`config.mk`:
```
export PLATFORM = sky130hd
export DESIGN_NAME = stereo_three_band_biquad_eq_core
export DESIGN_NICKNAME = d
export VERILOG_FILES = /design/src/rtl/sbeq_pkg.sv /design/src/rtl/sbeq_coef_regs.sv /design/src/rtl/sbeq_sequencer.sv /design/src/rtl/sbeq_datapath.sv /design/src/rtl/stereo_three_band_biquad_eq_core.sv
export SDC_FILE = /design/constraint.sdc
export NUM_CORES = 2
export LEC_CHECK = 0
export ABC_CLOCK_PERIOD_IN_PS = 28500
export BUFFER_PORTS_ARGS = -buffer_cell sky130_fd_sc_hd__buf_2
export CORE_ASPECT_RATIO = 0.5
export CORE_MARGIN = 4
export CORE_UTILIZATION = 40
export DETAILED_ROUTE_END_ITERATION = 8
export MAX_ROUTING_LAYER = met4
export PLACE_DENSITY_LB_ADDON = 0.1
export SLEW_MARGIN = 20
export SYNTH_ARGS = -nofsm -noshare
export SYNTH_HDL_FRONTEND = slang
export SYNTH_SLANG_ARGS = --single-unit
```
`constraint.sdc`:
```
create_clock -name clock -period 28.5 [get_ports clock]
set_clock_uncertainty 0.2 [all_clocks]
set_input_delay 2.85 -clock clock [delete_from_list [all_inputs] [get_ports clock]]
set_output_delay 2.85 -clock clock [all_outputs]
set_load 0.02 [all_outputs]
```
`src/rtl/sbeq_pkg.sv`:
```
// Shared types, constants, microcode program and saturation helpers of the three band equalizer.
`timescale 1ns / 1ps
`default_nettype none

package sbeq_pkg;

   localparam int CHANNELS_DEF   = 2;
   localparam int COEF_FRAC_DEF  = 16;
   localparam int SAMPLE_BITS    = 24;
   localparam int COEF_BITS      = 20;
   localparam int WORD_BITS      = 40;
   localparam int LO_BITS        = 20;
   localparam int HI_BITS        = WORD_BITS - LO_BITS;
   localparam int NUM_REGS       = 6;
   localparam int NUM_BANDS      = 3;
   localparam int REG_BITS       = 60;
   localparam int CSR_IDX_W      = 3;
   localparam int STEP_W         = 5;

   typedef enum logic [CSR_IDX_W-1:0] {
      REG_LOW_FF,
      REG_LOW_FB,
      REG_PEAK_FF,
      REG_PEAK_FB,
      REG_HIGH_FF,
      REG_HIGH_FB
   } reg_idx_type;

   typedef enum logic [1:0] {
      BAND_LOW,
      BAND_PEAK,
      BAND_HIGH
   } band_type;

   typedef enum logic [2:0] {
      COEF_B0,
      COEF_B1,
      COEF_B2,
      COEF_A1,
      COEF_A2
   } coef_sel_type;

   typedef enum logic [2:0] {
      WB_NONE,
      WB_Y,
      WB_T1,
      WB_T2,
      WB_Z1,
      WB_Z2
   } wb_op_type;

   typedef enum logic [1:0] {
      ACT_NONE,
      ACT_SWITCH,
      ACT_FINISH
   } act_type;

   typedef enum logic {
      JMP_NONE,
      JMP_SINGLE
   } jump_type;

   typedef enum logic {
      SEQ_IDLE,
      SEQ_RUN
   } seq_state_type;

   typedef struct packed {
      logic              issue;
      coef_sel_type      coef;
      wb_op_type         op;
      band_type          band;
      logic              chan;
      act_type           act;
      jump_type          jump;
      logic [STEP_W-1:0] target;
   } ucode_type;

   typedef struct packed {
      logic         load_in;
      logic         clear;
      logic         issue;
      coef_sel_type coef;
      wb_op_type    op;
      band_type     band;
      logic         chan;
      logic         switch_ch;
      logic         finish;
   } dp_ctl_type;

   typedef struct packed {
      logic                          mode;
      logic signed [SAMPLE_BITS-1:0] left_in;
      logic signed [SAMPLE_BITS-1:0] right_in;
      logic                          block_end;
   } req_type;

   typedef struct packed {
      logic signed [SAMPLE_BITS-1:0] left_out;
      logic signed [SAMPLE_BITS-1:0] right_out;
      logic                          block_end_out;
   } rsp_type;

   localparam logic [STEP_W-1:0] STEP_FINISH = 5'd31;

   function automatic logic signed [WORD_BITS-1:0] sat_to_word(input logic signed [63:0] v);
      logic signed [63:0] hi;
      logic signed [63:0] lo;
      hi = (64'sd1 <<< (WORD_BITS - 1)) - 64'sd1;
      lo = -hi - 64'sd1;
      if (v > hi) begin
         return hi[WORD_BITS-1:0];
      end else if (v < lo) begin
         return lo[WORD_BITS-1:0];
      end
      return v[WORD_BITS-1:0];
   endfunction

   function automatic logic signed [SAMPLE_BITS-1:0] sat_to_sample(
      input logic signed [WORD_BITS-1:0] v);
      logic signed [WORD_BITS-1:0] hi;
      logic signed [WORD_BITS-1:0] lo;
      hi = (WORD_BITS'(1) <<< (SAMPLE_BITS - 1)) - WORD_BITS'(1);
      lo = -hi - WORD_BITS'(1);
      if (v > hi) begin
         return hi[SAMPLE_BITS-1:0];
      end else if (v < lo) begin
         return lo[SAMPLE_BITS-1:0];
      end
      return v[SAMPLE_BITS-1:0];
   endfunction

   // One multiply step of a band: the coefficient, and what its rounded product does.
   function automatic ucode_type mac_step(input coef_sel_type c, input wb_op_type o,
                                          input band_type b, input logic ch);
      ucode_type w;
      w.issue  = 1'b1;
      w.coef   = c;
      w.op     = o;
      w.band   = b;
      w.chan   = ch;
      w.act    = ACT_NONE;
      w.jump   = JMP_NONE;
      w.target = '0;
      return w;
   endfunction

   function automatic ucode_type ctl_step(input act_type a, input jump_type j,
                                          input logic [STEP_W-1:0] t);
      ucode_type w;
      w.issue  = 1'b0;
      w.coef   = COEF_B0;
      w.op     = WB_NONE;
      w.band   = BAND_LOW;
      w.chan   = 1'b0;
      w.act    = a;
      w.jump   = j;
      w.target = t;
      return w;
   endfunction

   // Program: five products per band (b0 gives y, b1 and b2 start the new delay
   // words, a1 and a2 finish them once y is back), three bands per channel.
   function automatic ucode_type ucode(input logic [STEP_W-1:0] step);
      ucode_type w;
      unique case (step)
         5'd0:  w = mac_step(COEF_B0, WB_Y,  BAND_LOW,  1'b0);
         5'd1:  w = mac_step(COEF_B1, WB_T1, BAND_LOW,  1'b0);
         5'd2:  w = mac_step(COEF_B2, WB_T2, BAND_LOW,  1'b0);
         5'd3:  w = mac_step(COEF_A1, WB_Z1, BAND_LOW,  1'b0);
         5'd4:  w = mac_step(COEF_A2, WB_Z2, BAND_LOW,  1'b0);
         5'd5:  w = mac_step(COEF_B0, WB_Y,  BAND_PEAK, 1'b0);
         5'd6:  w = mac_step(COEF_B1, WB_T1, BAND_PEAK, 1'b0);
         5'd7:  w = mac_step(COEF_B2, WB_T2, BAND_PEAK, 1'b0);
         5'd8:  w = mac_step(COEF_A1, WB_Z1, BAND_PEAK, 1'b0);
         5'd9:  w = mac_step(COEF_A2, WB_Z2, BAND_PEAK, 1'b0);
         5'd10: w = mac_step(COEF_B0, WB_Y,  BAND_HIGH, 1'b0);
         5'd11: w = mac_step(COEF_B1, WB_T1, BAND_HIGH, 1'b0);
         5'd12: w = mac_step(COEF_B2, WB_T2, BAND_HIGH, 1'b0);
         5'd13: w = mac_step(COEF_A1, WB_Z1, BAND_HIGH, 1'b0);
         5'd14: w = mac_step(COEF_A2, WB_Z2, BAND_HIGH, 1'b0);
         5'd15: w = ctl_step(ACT_SWITCH, JMP_SINGLE, STEP_FINISH);
         5'd16: w = mac_step(COEF_B0, WB_Y,  BAND_LOW,  1'b1);
         5'd17: w = mac_step(COEF_B1, WB_T1, BAND_LOW,  1'b1);
         5'd18: w = mac_step(COEF_B2, WB_T2, BAND_LOW,  1'b1);
         5'd19: w = mac_step(COEF_A1, WB_Z1, BAND_LOW,  1'b1);
         5'd20: w = mac_step(COEF_A2, WB_Z2, BAND_LOW,  1'b1);
         5'd21: w = mac_step(COEF_B0, WB_Y,  BAND_PEAK, 1'b1);
         5'd22: w = mac_step(COEF_B1, WB_T1, BAND_PEAK, 1'b1);
         5'd23: w = mac_step(COEF_B2, WB_T2, BAND_PEAK, 1'b1);
         5'd24: w = mac_step(COEF_A1, WB_Z1, BAND_PEAK, 1'b1);
         5'd25: w = mac_step(COEF_A2, WB_Z2, BAND_PEAK, 1'b1);
         5'd26: w = mac_step(COEF_B0, WB_Y,  BAND_HIGH, 1'b1);
         5'd27: w = mac_step(COEF_B1, WB_T1, BAND_HIGH, 1'b1);
         5'd28: w = mac_step(COEF_B2, WB_T2, BAND_HIGH, 1'b1);
         5'd29: w = mac_step(COEF_A1, WB_Z1, BAND_HIGH, 1'b1);
         5'd30: w = mac_step(COEF_A2, WB_Z2, BAND_HIGH, 1'b1);
         5'd31: w = ctl_step(ACT_FINISH, JMP_NONE, STEP_FINISH);
      endcase
      return w;
   endfunction

endpackage

`default_nettype wire

```
`src/rtl/sbeq_coef_regs.sv`:
```
// Coefficient register bank written through the plain configuration port.
`timescale 1ns / 1ps
`default_nettype none

module sbeq_coef_regs #(
   parameter int COEF_FRAC_BITS = sbeq_pkg::COEF_FRAC_DEF
) (
   input  wire logic                               clock,
   input  wire logic                               reset,
   input  wire logic                               csr_we,
   input  wire logic [sbeq_pkg::CSR_IDX_W-1:0]     csr_index,
   input  wire logic [sbeq_pkg::REG_BITS-1:0]      csr_wdata,
   output logic      [sbeq_pkg::REG_BITS-1:0]      cfg [sbeq_pkg::NUM_REGS]
);

   logic [sbeq_pkg::REG_BITS-1:0] cfg_ff [sbeq_pkg::NUM_REGS];
   logic [sbeq_pkg::REG_BITS-1:0] cfg_in [sbeq_pkg::NUM_REGS];

   always_comb begin
      for (int i = 0; i < sbeq_pkg::NUM_REGS; i++) begin
         cfg_in[i] = cfg_ff[i];
         if (csr_we && (int'(csr_index) == i)) begin
            cfg_in[i] = csr_wdata;
         end
      end
   end

   always_ff @(posedge clock) begin
      if (reset) begin
         for (int i = 0; i < sbeq_pkg::NUM_REGS; i++) begin
            // Feedforward registers start as a unity b0; feedback registers start at zero.
            if ((i == int'(sbeq_pkg::REG_LOW_FF)) || (i == int'(sbeq_pkg::REG_PEAK_FF)) ||
                (i == int'(sbeq_pkg::REG_HIGH_FF))) begin
               cfg_ff[i] <= sbeq_pkg::REG_BITS'(1) << COEF_FRAC_BITS;
            end else begin
               cfg_ff[i] <= '0;
            end
         end
      end else begin
         for (int i = 0; i < sbeq_pkg::NUM_REGS; i++) begin
            cfg_ff[i] <= cfg_in[i];
         end
      end
   end

   always_comb begin
      for (int i = 0; i < sbeq_pkg::NUM_REGS; i++) begin
         cfg[i] = cfg_ff[i];
      end
   end

endmodule

`default_nettype wire

```
`src/rtl/sbeq_sequencer.sv`:
```
// Microcode sequencer: frame handshake, step counter and control word decode.
`timescale 1ns / 1ps
`default_nettype none

module sbeq_sequencer #(
   parameter int CHANNELS = sbeq_pkg::CHANNELS_DEF
) (
   input  wire logic                 clock,
   input  wire logic                 reset,
   input  wire logic                 req_valid,
   input  wire logic                 req_mode,
   input  wire logic                 out_free,
   output logic                      req_ready,
   output sbeq_pkg::dp_ctl_type      ctl
);

   localparam bit SINGLE = (CHANNELS == 1);

   sbeq_pkg::seq_state_type          state_ff;
   sbeq_pkg::seq_state_type          state_in;
   logic [sbeq_pkg::STEP_W-1:0]      step_ff;
   logic [sbeq_pkg::STEP_W-1:0]      step_in;
   sbeq_pkg::ucode_type              word;
   logic                             accept;

   assign word      = sbeq_pkg::ucode(step_ff);
   assign req_ready = (state_ff == sbeq_pkg::SEQ_IDLE);
   assign accept    = req_valid && req_ready;

   always_comb begin
      state_in = state_ff;
      step_in  = step_ff;
      unique case (state_ff)
         sbeq_pkg::SEQ_IDLE: begin
            if (accept && !req_mode) begin
               state_in = sbeq_pkg::SEQ_RUN;
               step_in  = '0;
            end
         end
         sbeq_pkg::SEQ_RUN: begin
            // The last step holds until the output register can take the beat.
            if (word.act == sbeq_pkg::ACT_FINISH) begin
               if (out_free) begin
                  state_in = sbeq_pkg::SEQ_IDLE;
               end
            end else if ((word.jump == sbeq_pkg::JMP_SINGLE) && SINGLE) begin
               step_in = word.target;
            end else begin
               step_in = step_ff + sbeq_pkg::STEP_W'(1);
            end
         end
         default: begin
            state_in = sbeq_pkg::SEQ_IDLE;
         end
      endcase
   end

   always_comb begin
      ctl.load_in   = accept && !req_mode;
      ctl.clear     = accept && req_mode;
      ctl.issue     = 1'b0;
      ctl.coef      = word.coef;
      ctl.op        = word.op;
      ctl.band      = word.band;
      ctl.chan      = word.chan;
      ctl.switch_ch = 1'b0;
      ctl.finish    = 1'b0;
      if (state_ff == sbeq_pkg::SEQ_RUN) begin
         ctl.issue     = word.issue;
         ctl.switch_ch = (word.act == sbeq_pkg::ACT_SWITCH);
         ctl.finish    = (word.act == sbeq_pkg::ACT_FINISH) && out_free;
      end
   end

   always_ff @(posedge clock) begin
      if (reset) begin
         state_ff <= sbeq_pkg::SEQ_IDLE;
         step_ff  <= '0;
      end else begin
         state_ff <= state_in;
         step_ff  <= step_in;
      end
   end

endmodule

`default_nettype wire

```
`src/rtl/sbeq_datapath.sv`:
```
// Shared multiply pipeline, band registers, delay word store and result register.
`timescale 1ns / 1ps
`default_nettype none

module sbeq_datapath #(
   parameter int CHANNELS       = sbeq_pkg::CHANNELS_DEF,
   parameter int COEF_FRAC_BITS = sbeq_pkg::COEF_FRAC_DEF
) (
   input  wire logic                           clock,
   input  wire logic                           reset,
   input  wire sbeq_pkg::dp_ctl_type           ctl,
   input  wire sbeq_pkg::req_type              req,
   input  wire logic [sbeq_pkg::REG_BITS-1:0]  cfg [sbeq_pkg::NUM_REGS],
   input  wire logic                           rsp_ready,
   output logic                                rsp_valid,
   output sbeq_pkg::rsp_type                   rsp,
   output logic                                out_free
);

   localparam int USED_CH = (CHANNELS > 2) ? 2 : CHANNELS;
   localparam bit SINGLE  = (USED_CH == 1);
   localparam int DEPTH   = 2 * sbeq_pkg::NUM_BANDS * USED_CH;
   localparam int IDX_W   = $clog2(DEPTH);
   localparam int WB      = sbeq_pkg::WORD_BITS;
   localparam int CB      = sbeq_pkg::COEF_BITS;
   localparam int LB      = sbeq_pkg::LO_BITS;
   localparam int MUL_W   = CB + WB;
   localparam int PP_LO_W = CB + LB + 1;
   localparam int PP_HI_W = CB + sbeq_pkg::HI_BITS;
   localparam int RND_W   = MUL_W - COEF_FRAC_BITS;
   localparam int ACC_W   = RND_W + 2;
   localparam logic signed [MUL_W-1:0] RND = MUL_W'(1) <<< (COEF_FRAC_BITS - 1);

   typedef struct packed {
      sbeq_pkg::wb_op_type op;
      sbeq_pkg::band_type  band;
      logic                chan;
   } tag_type;

   function automatic logic [IDX_W-1:0] dl_index(input tag_type t, input logic second);
      int i;
      i = ((int'(t.chan) * sbeq_pkg::NUM_BANDS) + int'(t.band)) * 2 + int'(second);
      return IDX_W'(i);
   endfunction

   // Multiply stage and rounding stage, with the control that rides along.
   logic signed [PP_LO_W-1:0]           pp_lo_ff, pp_lo_in;
   logic signed [PP_HI_W-1:0]           pp_hi_ff, pp_hi_in;
   logic signed [RND_W-1:0]             prod_ff, prod_in;
   tag_type                             tag1_ff, tag1_in;
   tag_type                             tag2_ff;

   logic signed [WB-1:0]                x_ff, x_in;
   logic signed [ACC_W-1:0]             t1_ff, t1_in;
   logic signed [ACC_W-1:0]             t2_ff, t2_in;
   logic signed [sbeq_pkg::SAMPLE_BITS-1:0] right_ff, right_in;
   logic                                be_ff, be_in;
   logic signed [sbeq_pkg::SAMPLE_BITS-1:0] out_left_ff, out_left_in;
   sbeq_pkg::rsp_type                   rsp_data_ff, rsp_data_in;
   logic                                rsp_valid_ff, rsp_valid_in;

   logic signed [WB-1:0]                z_ff [DEPTH];
   logic signed [WB-1:0]                z_in [DEPTH];

   logic [sbeq_pkg::REG_BITS-1:0]       ff_reg;
   logic [sbeq_pkg::REG_BITS-1:0]       fb_reg;
   logic signed [CB-1:0]                coef;
   logic signed [MUL_W-1:0]             full;
   logic signed [WB-1:0]                z_rd;
   logic signed [ACC_W-1:0]             zsum;
   logic signed [ACC_W-1:0]             diff;

   // Even register of a band holds b0..b2, the odd one a1 and a2.
   assign ff_reg = cfg[{ctl.band, 1'b0}];
   assign fb_reg = cfg[{ctl.band, 1'b1}];

   always_comb begin
      unique case (ctl.coef)
         sbeq_pkg::COEF_B0: coef = ff_reg[CB-1:0];
         sbeq_pkg::COEF_B1: coef = ff_reg[2*CB-1:CB];
         sbeq_pkg::COEF_B2: coef = ff_reg[3*CB-1:2*CB];
         sbeq_pkg::COEF_A1: coef = fb_reg[CB-1:0];
         sbeq_pkg::COEF_A2: coef = fb_reg[2*CB-1:CB];
         default:           coef = '0;
      endcase
   end

   // The 40-bit operand is split into an unsigned low half and a signed high half.
   assign pp_lo_in = PP_LO_W'(coef) * PP_LO_W'($signed({1'b0, x_ff[LB-1:0]}));
   assign pp_hi_in = PP_HI_W'(coef) * PP_HI_W'($signed(x_ff[WB-1:LB]));

   always_comb begin
      tag1_in.op   = ctl.issue ? ctl.op : sbeq_pkg::WB_NONE;
      tag1_in.band = ctl.band;
      tag1_in.chan = ctl.chan;
   end

   assign full    = (MUL_W'(pp_hi_ff) <<< LB) + MUL_W'(pp_lo_ff) + RND;
   assign prod_in = RND_W'(full >>> COEF_FRAC_BITS);

   // z1 is read when y is formed, z2 when the new z1 is started.
   assign z_rd = z_ff[dl_index(tag2_ff, tag2_ff.op == sbeq_pkg::WB_T1)];
   assign zsum = ACC_W'(prod_ff) + ACC_W'(z_rd);
   assign diff = ((tag2_ff.op == sbeq_pkg::WB_Z1) ? t1_ff : t2_ff) - ACC_W'(prod_ff);

   always_comb begin
      x_in        = x_ff;
      right_in    = right_ff;
      be_in       = be_ff;
      out_left_in = out_left_ff;
      t1_in       = t1_ff;
      t2_in       = t2_ff;
      priority if (ctl.load_in) begin
         x_in     = WB'(req.left_in);
         right_in = req.right_in;
         be_in    = req.block_end;
      end else if (ctl.switch_ch) begin
         x_in        = WB'(right_ff);
         out_left_in = sbeq_pkg::sat_to_sample(x_ff);
      end else if (tag2_ff.op == sbeq_pkg::WB_Y) begin
         x_in = sbeq_pkg::sat_to_word(64'(zsum));
      end
      if (tag2_ff.op == sbeq_pkg::WB_T1) begin
         t1_in = zsum;
      end
      if (tag2_ff.op == sbeq_pkg::WB_T2) begin
         t2_in = ACC_W'(prod_ff);
      end
   end

   always_comb begin
      for (int i = 0; i < DEPTH; i++) begin
         z_in[i] = z_ff[i];
      end
      // A clear frame wins over a delay write still draining from the frame before.
      if (ctl.clear) begin
         for (int i = 0; i < DEPTH; i++) begin
            z_in[i] = '0;
         end
      end else if ((tag2_ff.op == sbeq_pkg::WB_Z1) || (tag2_ff.op == sbeq_pkg::WB_Z2)) begin
         z_in[dl_index(tag2_ff, tag2_ff.op == sbeq_pkg::WB_Z2)] =
            sbeq_pkg::sat_to_word(64'(diff));
      end
   end

   assign out_free = !rsp_valid_ff || rsp_ready;

   always_comb begin
      rsp_data_in  = rsp_data_ff;
      rsp_valid_in = rsp_valid_ff;
      if (ctl.finish) begin
         rsp_data_in.left_out      = SINGLE ? out_left_ff : out_left_ff;
         rsp_data_in.right_out     = SINGLE ? '0 : sbeq_pkg::sat_to_sample(x_ff);
         rsp_data_in.block_end_out = be_ff;
         rsp_valid_in              = 1'b1;
      end else if (rsp_ready) begin
         rsp_valid_in = 1'b0;
      end
   end

   always_ff @(posedge clock) begin
      if (reset) begin
         tag1_ff.op   <= sbeq_pkg::WB_NONE;
         tag1_ff.band <= sbeq_pkg::BAND_LOW;
         tag1_ff.chan <= 1'b0;
         tag2_ff.op   <= sbeq_pkg::WB_NONE;
         tag2_ff.band <= sbeq_pkg::BAND_LOW;
         tag2_ff.chan <= 1'b0;
         rsp_valid_ff <= 1'b0;
         for (int i = 0; i < DEPTH; i++) begin
            z_ff[i] <= '0;
         end
      end else begin
         tag1_ff      <= tag1_in;
         tag2_ff      <= tag1_ff;
         rsp_valid_ff <= rsp_valid_in;
         for (int i = 0; i < DEPTH; i++) begin
            z_ff[i] <= z_in[i];
         end
      end
   end

   always_ff @(posedge clock) begin
      pp_lo_ff    <= pp_lo_in;
      pp_hi_ff    <= pp_hi_in;
      prod_ff     <= prod_in;
      x_ff        <= x_in;
      t1_ff       <= t1_in;
      t2_ff       <= t2_in;
      right_ff    <= right_in;
      be_ff       <= be_in;
      out_left_ff <= out_left_in;
      rsp_data_ff <= rsp_data_in;
   end

   assign rsp_valid = rsp_valid_ff;
   assign rsp       = rsp_data_ff;

   // A band output must never land on top of a new sample being loaded.
   a_y_no_load: assert property (@(posedge clock) disable iff (reset)
      (tag2_ff.op == sbeq_pkg::WB_Y) |-> !(ctl.load_in || ctl.switch_ch))
      else $error("band output write collides with a sample load");

   // The new z1 is finished only after the partial sum of the same band.
   a_z1_after_t1: assert property (@(posedge clock) disable iff (reset)
      (tag2_ff.op == sbeq_pkg::WB_Z1) |->
         (($past(tag2_ff.op, 2) == sbeq_pkg::WB_T1) && ($past(tag2_ff.band, 2) == tag2_ff.band)))
      else $error("z1 write without a matching partial sum");

   a_z2_after_t2: assert property (@(posedge clock) disable iff (reset)
      (tag2_ff.op == sbeq_pkg::WB_Z2) |->
         (($past(tag2_ff.op, 2) == sbeq_pkg::WB_T2) && ($past(tag2_ff.band, 2) == tag2_ff.band)))
      else $error("z2 write without a matching partial sum");

   a_finish_free: assert property (@(posedge clock) disable iff (reset)
      ctl.finish |-> (!rsp_valid_ff || rsp_ready))
      else $error("result written over a beat not yet taken");

endmodule

`default_nettype wire

```
`src/rtl/stereo_three_band_biquad_eq_core.sv`:
```
// Top level of the stereo three band biquad equalizer.
`timescale 1ns / 1ps
`default_nettype none

// Each channel of a frame runs through a low shelf, a peaking and a high shelf
// biquad in transposed direct form II, with 40-bit delay words and a 24-bit
// saturated result. The sequencer runs one microcode step per cycle: five
// coefficient products per band per channel, issued through the single shared
// multiply pipeline, then a channel switch step and a finish step. The finish
// step waits while the output register still holds a beat that has not been
// taken. The sequencer then returns to idle, where it can accept the next beat,
// so a new frame is taken only once the frame before it has finished.
// A new frame is accepted as soon as the previous result sits in the output
// register, even if it has not been taken.
// A clear frame (mode 1) zeroes all delay words in its acceptance cycle and gives
// no result. Coefficient writes are meant for idle periods.
module stereo_three_band_biquad_eq_core #(
   parameter int CHANNELS       = sbeq_pkg::CHANNELS_DEF,
   parameter int COEF_FRAC_BITS = sbeq_pkg::COEF_FRAC_DEF
) (
   input  wire logic                           clock,
   input  wire logic                           reset,
   input  wire logic                           req_valid,
   output logic                                req_ready,
   input  wire sbeq_pkg::req_type              req_data,
   output logic                                rsp_valid,
   input  wire logic                           rsp_ready,
   output sbeq_pkg::rsp_type                   rsp_data,
   input  wire logic                           csr_we,
   input  wire logic [sbeq_pkg::CSR_IDX_W-1:0] csr_index,
   input  wire logic [sbeq_pkg::REG_BITS-1:0]  csr_wdata
);

   logic [sbeq_pkg::REG_BITS-1:0] cfg [sbeq_pkg::NUM_REGS];
   sbeq_pkg::dp_ctl_type          ctl;
   logic                          out_free;

   sbeq_coef_regs #(
      .COEF_FRAC_BITS (COEF_FRAC_BITS)
   ) u_coef_regs (
      .clock     (clock),
      .reset     (reset),
      .csr_we    (csr_we),
      .csr_index (csr_index),
      .csr_wdata (csr_wdata),
      .cfg       (cfg)
   );

   sbeq_sequencer #(
      .CHANNELS (CHANNELS)
   ) u_sequencer (
      .clock     (clock),
      .reset     (reset),
      .req_valid (req_valid),
      .req_mode  (req_data.mode),
      .out_free  (out_free),
      .req_ready (req_ready),
      .ctl       (ctl)
   );

   sbeq_datapath #(
      .CHANNELS       (CHANNELS),
      .COEF_FRAC_BITS (COEF_FRAC_BITS)
   ) u_datapath (
      .clock     (clock),
      .reset     (reset),
      .ctl       (ctl),
      .req       (req_data),
      .cfg       (cfg),
      .rsp_ready (rsp_ready),
      .rsp_valid (rsp_valid),
      .rsp       (rsp_data),
      .out_free  (out_free)
   );

endmodule

`default_nettype wire
```
==> qor.csv <==
stage,metric,value,unit
drt,routed_wirelength,292.6,mm
drt,final_antenna_net_count,0,
drt,drc_errors,0,
drt,dr.pass1.iters,7,
global_routing,grt_first_pass_wirelength,442.1,mm
floorplanning,core_area,208000,um2
cts,clk_latency,800,ps
critical_path,crit_buf_inv,11,
synthesis,async_flop_share,0,
synthesis,synth-seq-cells,1148,
synthesis,yosysTopAreaCellShare,0.2191,
cts,cts_setup_buffers,0,
floorplanning,die-height,332.3,um
floorplanning,rows,118,
cts,cts.clk_slew.worst_paths,70,ps
global_routing,grt_pass1_vias,67061,
synthesis,syn_area,84140,um2
finish,drive_above_1_share,0.08392,
power,ir_drop,0.1124,mV
finish,fillers,20484,
sta,fmax,91.56,MHz
global_routing,globalRouteOverflowTotal,0,
sta,finalHoldViolCount,0,
global_routing,grt_usage,0.2705,
sta,finalSetupTns,0,ps
placed_design,portBuffers,168,
critical_path,worst_setup_path_start_kind,flip-flop,
drt,post_drt_via_cell_ratio,5.724,
synthesis,synthCells,9425,
synthesis,ys.flop_type,dfxtp_1,
critical_path,slowest_delay,720,ps
sta,setup_viol,0,
synthesis,synth_edf_count,227,
run,cap_violations,0,
critical_path,cp.required,28990,ps
placed_design,dp_slack,17690,ps
synthesis,synth.cells.most_frequent,"nand2_1, inv_1, a21oi_1, dfxtp_1, fa_1",
placed_design,dp_hpwl,186.5,mm
synthesis,syn_nets,10700,
floorplanning,start_util,0.4044,
cts,cts.repair.resized,0,
placed_design,gp_congestion,0.8715,
synthesis,yosys.area.top_type,dfxtp_1,
cts,cts_buffers,110,
cts,tritoncts,done,
sta,tightest_slew,1406,ps
critical_path,worstSetupPathType,reg -> reg,
floorplanning,io_pins,169,
power,power_density,73.46,nW/um2
power,p_leak,37.95,nW
drt,vias,68537,
synthesis,yosys_warnings,0,
sta,slew_headroom,0.05274,
synthesis,yosysSeqAreaShare,0.3002,
critical_path,critPathTopFamily,adder cells,
run_status,status,"finished, final reports clean",
cts,root_buffer,clkbuf_16,
sta,timing.final.ws_setup,17580,ps
global_routing,grt_max_degree,236,
finish,nNetsFinal,10378,
cts,ctsLongestPathBuffers,3,
global_routing,antenna_found_initial,24,
finish,finish.utilization,0.4376,
critical_path,r2r_setup_slack,17580,ps
floorplanning,die_w,656.6,um
critical_path,crit_path_end_kind,flip-flop,
synthesis,synth_cell_types,103,
synthesis,syn_avg_cell_area,8.927,um2
sta,rsz0062_at_grt,no,
worst_hold_path,hp-class,reg -> reg,
sta,fin_crit,10920,ps
critical_path,cp.arrival,11410,ps
critical_path,slowest_stage,a41oi_1,
floorplanning,die-area,218200,um2
cts,cts_sinks,1148,
sta,fin_crit_sh,0.3832,
drt,routedWlPerCell,24.44,um
synthesis,synth.area.top_cells,"dfxtp_1, fa_1, edfxtp_1, nand2_1, ha_1",
sta,maxSlewViolCount,0,
cts,postCtsHoldBufs,0,
critical_path,crit_path_max_fanout,47,
synthesis,synth_most_common_cell,nand2_1,
cts,htreeDepth,3,
finish,syn_to_final_growth,8.203,%
drt,drtIter0Drc,6747,
area by class of cell:
type,count,area (um2),share of cell area
Clock inverter,38,473.0,0.005195
Tap cell,2760,3453,0.03793
Clock buffer,170,3192,0.03506
Inverter,982,3686,0.04049
Multi-Input combinational cell,6538,52860,0.5806
Timing Repair Buffer,323,2077,0.02281
Sequential cell,1148,25260,0.2775
Antenna cell,14,35.03,0.0003848
stage by stage:
step / hold slack, ps / instances / cell area (um2) / total power, W
final: 217.2 / 11973 / 91040 / 0.006688
after global routing: 219.1 / 11968 / 91020 / 0.007053
after CTS: 214.9 / 11958 / 90840 / 0.006610
after detailed placement: 204.5 / 11750 / 87180 / 0.005039
after global placement: 200.9 / 11750 / 87100 / 0.005055
after floorplan: 200.3 / 9425 / 84140 / 0.004000
kinds of logic (layout without fill, tap and decap cells):
kind of cell,after synthesis,after routing,share of synthesized area
mux,233,233,0.04583
xor+xnor,200,200,0.02082
other cells,0,14,0
simple gates,2350,2350,0.1273
buf+inv,1739,1513,0.07962
flops,1148,1148,0.3002
fa+ha+maj,1157,1157,0.2384
compound gates,2598,2598,0.1879
report_power, final:
group          internal [W]  switching [W]
sequential          0.00179       0.000127
clock              0.000818       0.000715
combinational      0.000902        0.00233
total               0.00351        0.00317
layout by cell type (no fill, tap or decap), types with 39 or more instances in the layout:
| cell | Yosys | routed |
|---|---|---|
| a211oi_1 | 304 | 304 |
| a21o_1 | 130 | 130 |
| a21oi_1 | 935 | 934 |
| a311oi_1 | 112 | 112 |
| a31oi_1 | 62 | 62 |
| and2_1 | 371 | 367 |
| buf_2 | 112 | 167 |
| buf_4 | 2 | 150 |
| clkbuf_1 | 599 | 42 |
| clkbuf_16 | 0 | 113 |
| dfxtp_1 | 921 | 917 |
| edfxtp_1 | 227 | 227 |
| fa_1 | 743 | 742 |
| ha_1 | 414 | 413 |
| inv_1 | 979 | 978 |
| mux2i_1 | 104 | 104 |
| mux4_2 | 121 | 121 |
| nand2_1 | 1402 | 1391 |
| nand2b_1 | 51 | 49 |
| nand3_1 | 45 | 39 |
| nor2_1 | 245 | 236 |
| o21ai_0 | 676 | 670 |
| o22ai_1 | 53 | 51 |
| xnor2_1 | 140 | 134 |
| xor2_1 | 60 | 59 |
metal layers:
layer  GRT usage  share of wire  up-vias
met5           -              0        -
met4     0.04450          0.016        0
met3     0.04352          0.075      305
met2      0.3841           0.42     2303
met1      0.4078           0.49    34651
li1            -              -    31278
flip-flops by register name (all words and copies together) (netlist names):
register	flops
u_datapath.be_ff	1
u_coef_regs.cfg_ff	300
u_datapath.t1_ff	45
u_datapath.rsp	49
u_datapath.pp_lo_ff	26
u_datapath.tag2_ff	6
u_datapath.right_ff	24
u_datapath.t2_ff	44
u_datapath.out_left_ff	24
u_datapath.pp_hi_ff	40
u_datapath.prod_ff	44
u_sequencer.step_ff	5
u_datapath.z_ff	480
u_sequencer.word	12
u_datapath.rsp_valid	1
u_datapath.x_ff	40
u_sequencer.state_ff	1
u_datapath.tag1_ff	6
path summary, 6_finish.rpt:
check,from,to,cells after the start
max reg2reg,u_sequencer.word[15],u_datapath.pp_lo_ff[40],36
min reg2reg,u_datapath.out_left_ff[3],u_datapath.rsp[28],0
max,u_sequencer.word[15],u_datapath.pp_lo_ff[40],36
min,u_datapath.out_left_ff[3],u_datapath.rsp[28],0
Note: power is estimated with default switching activity, not from simulation.
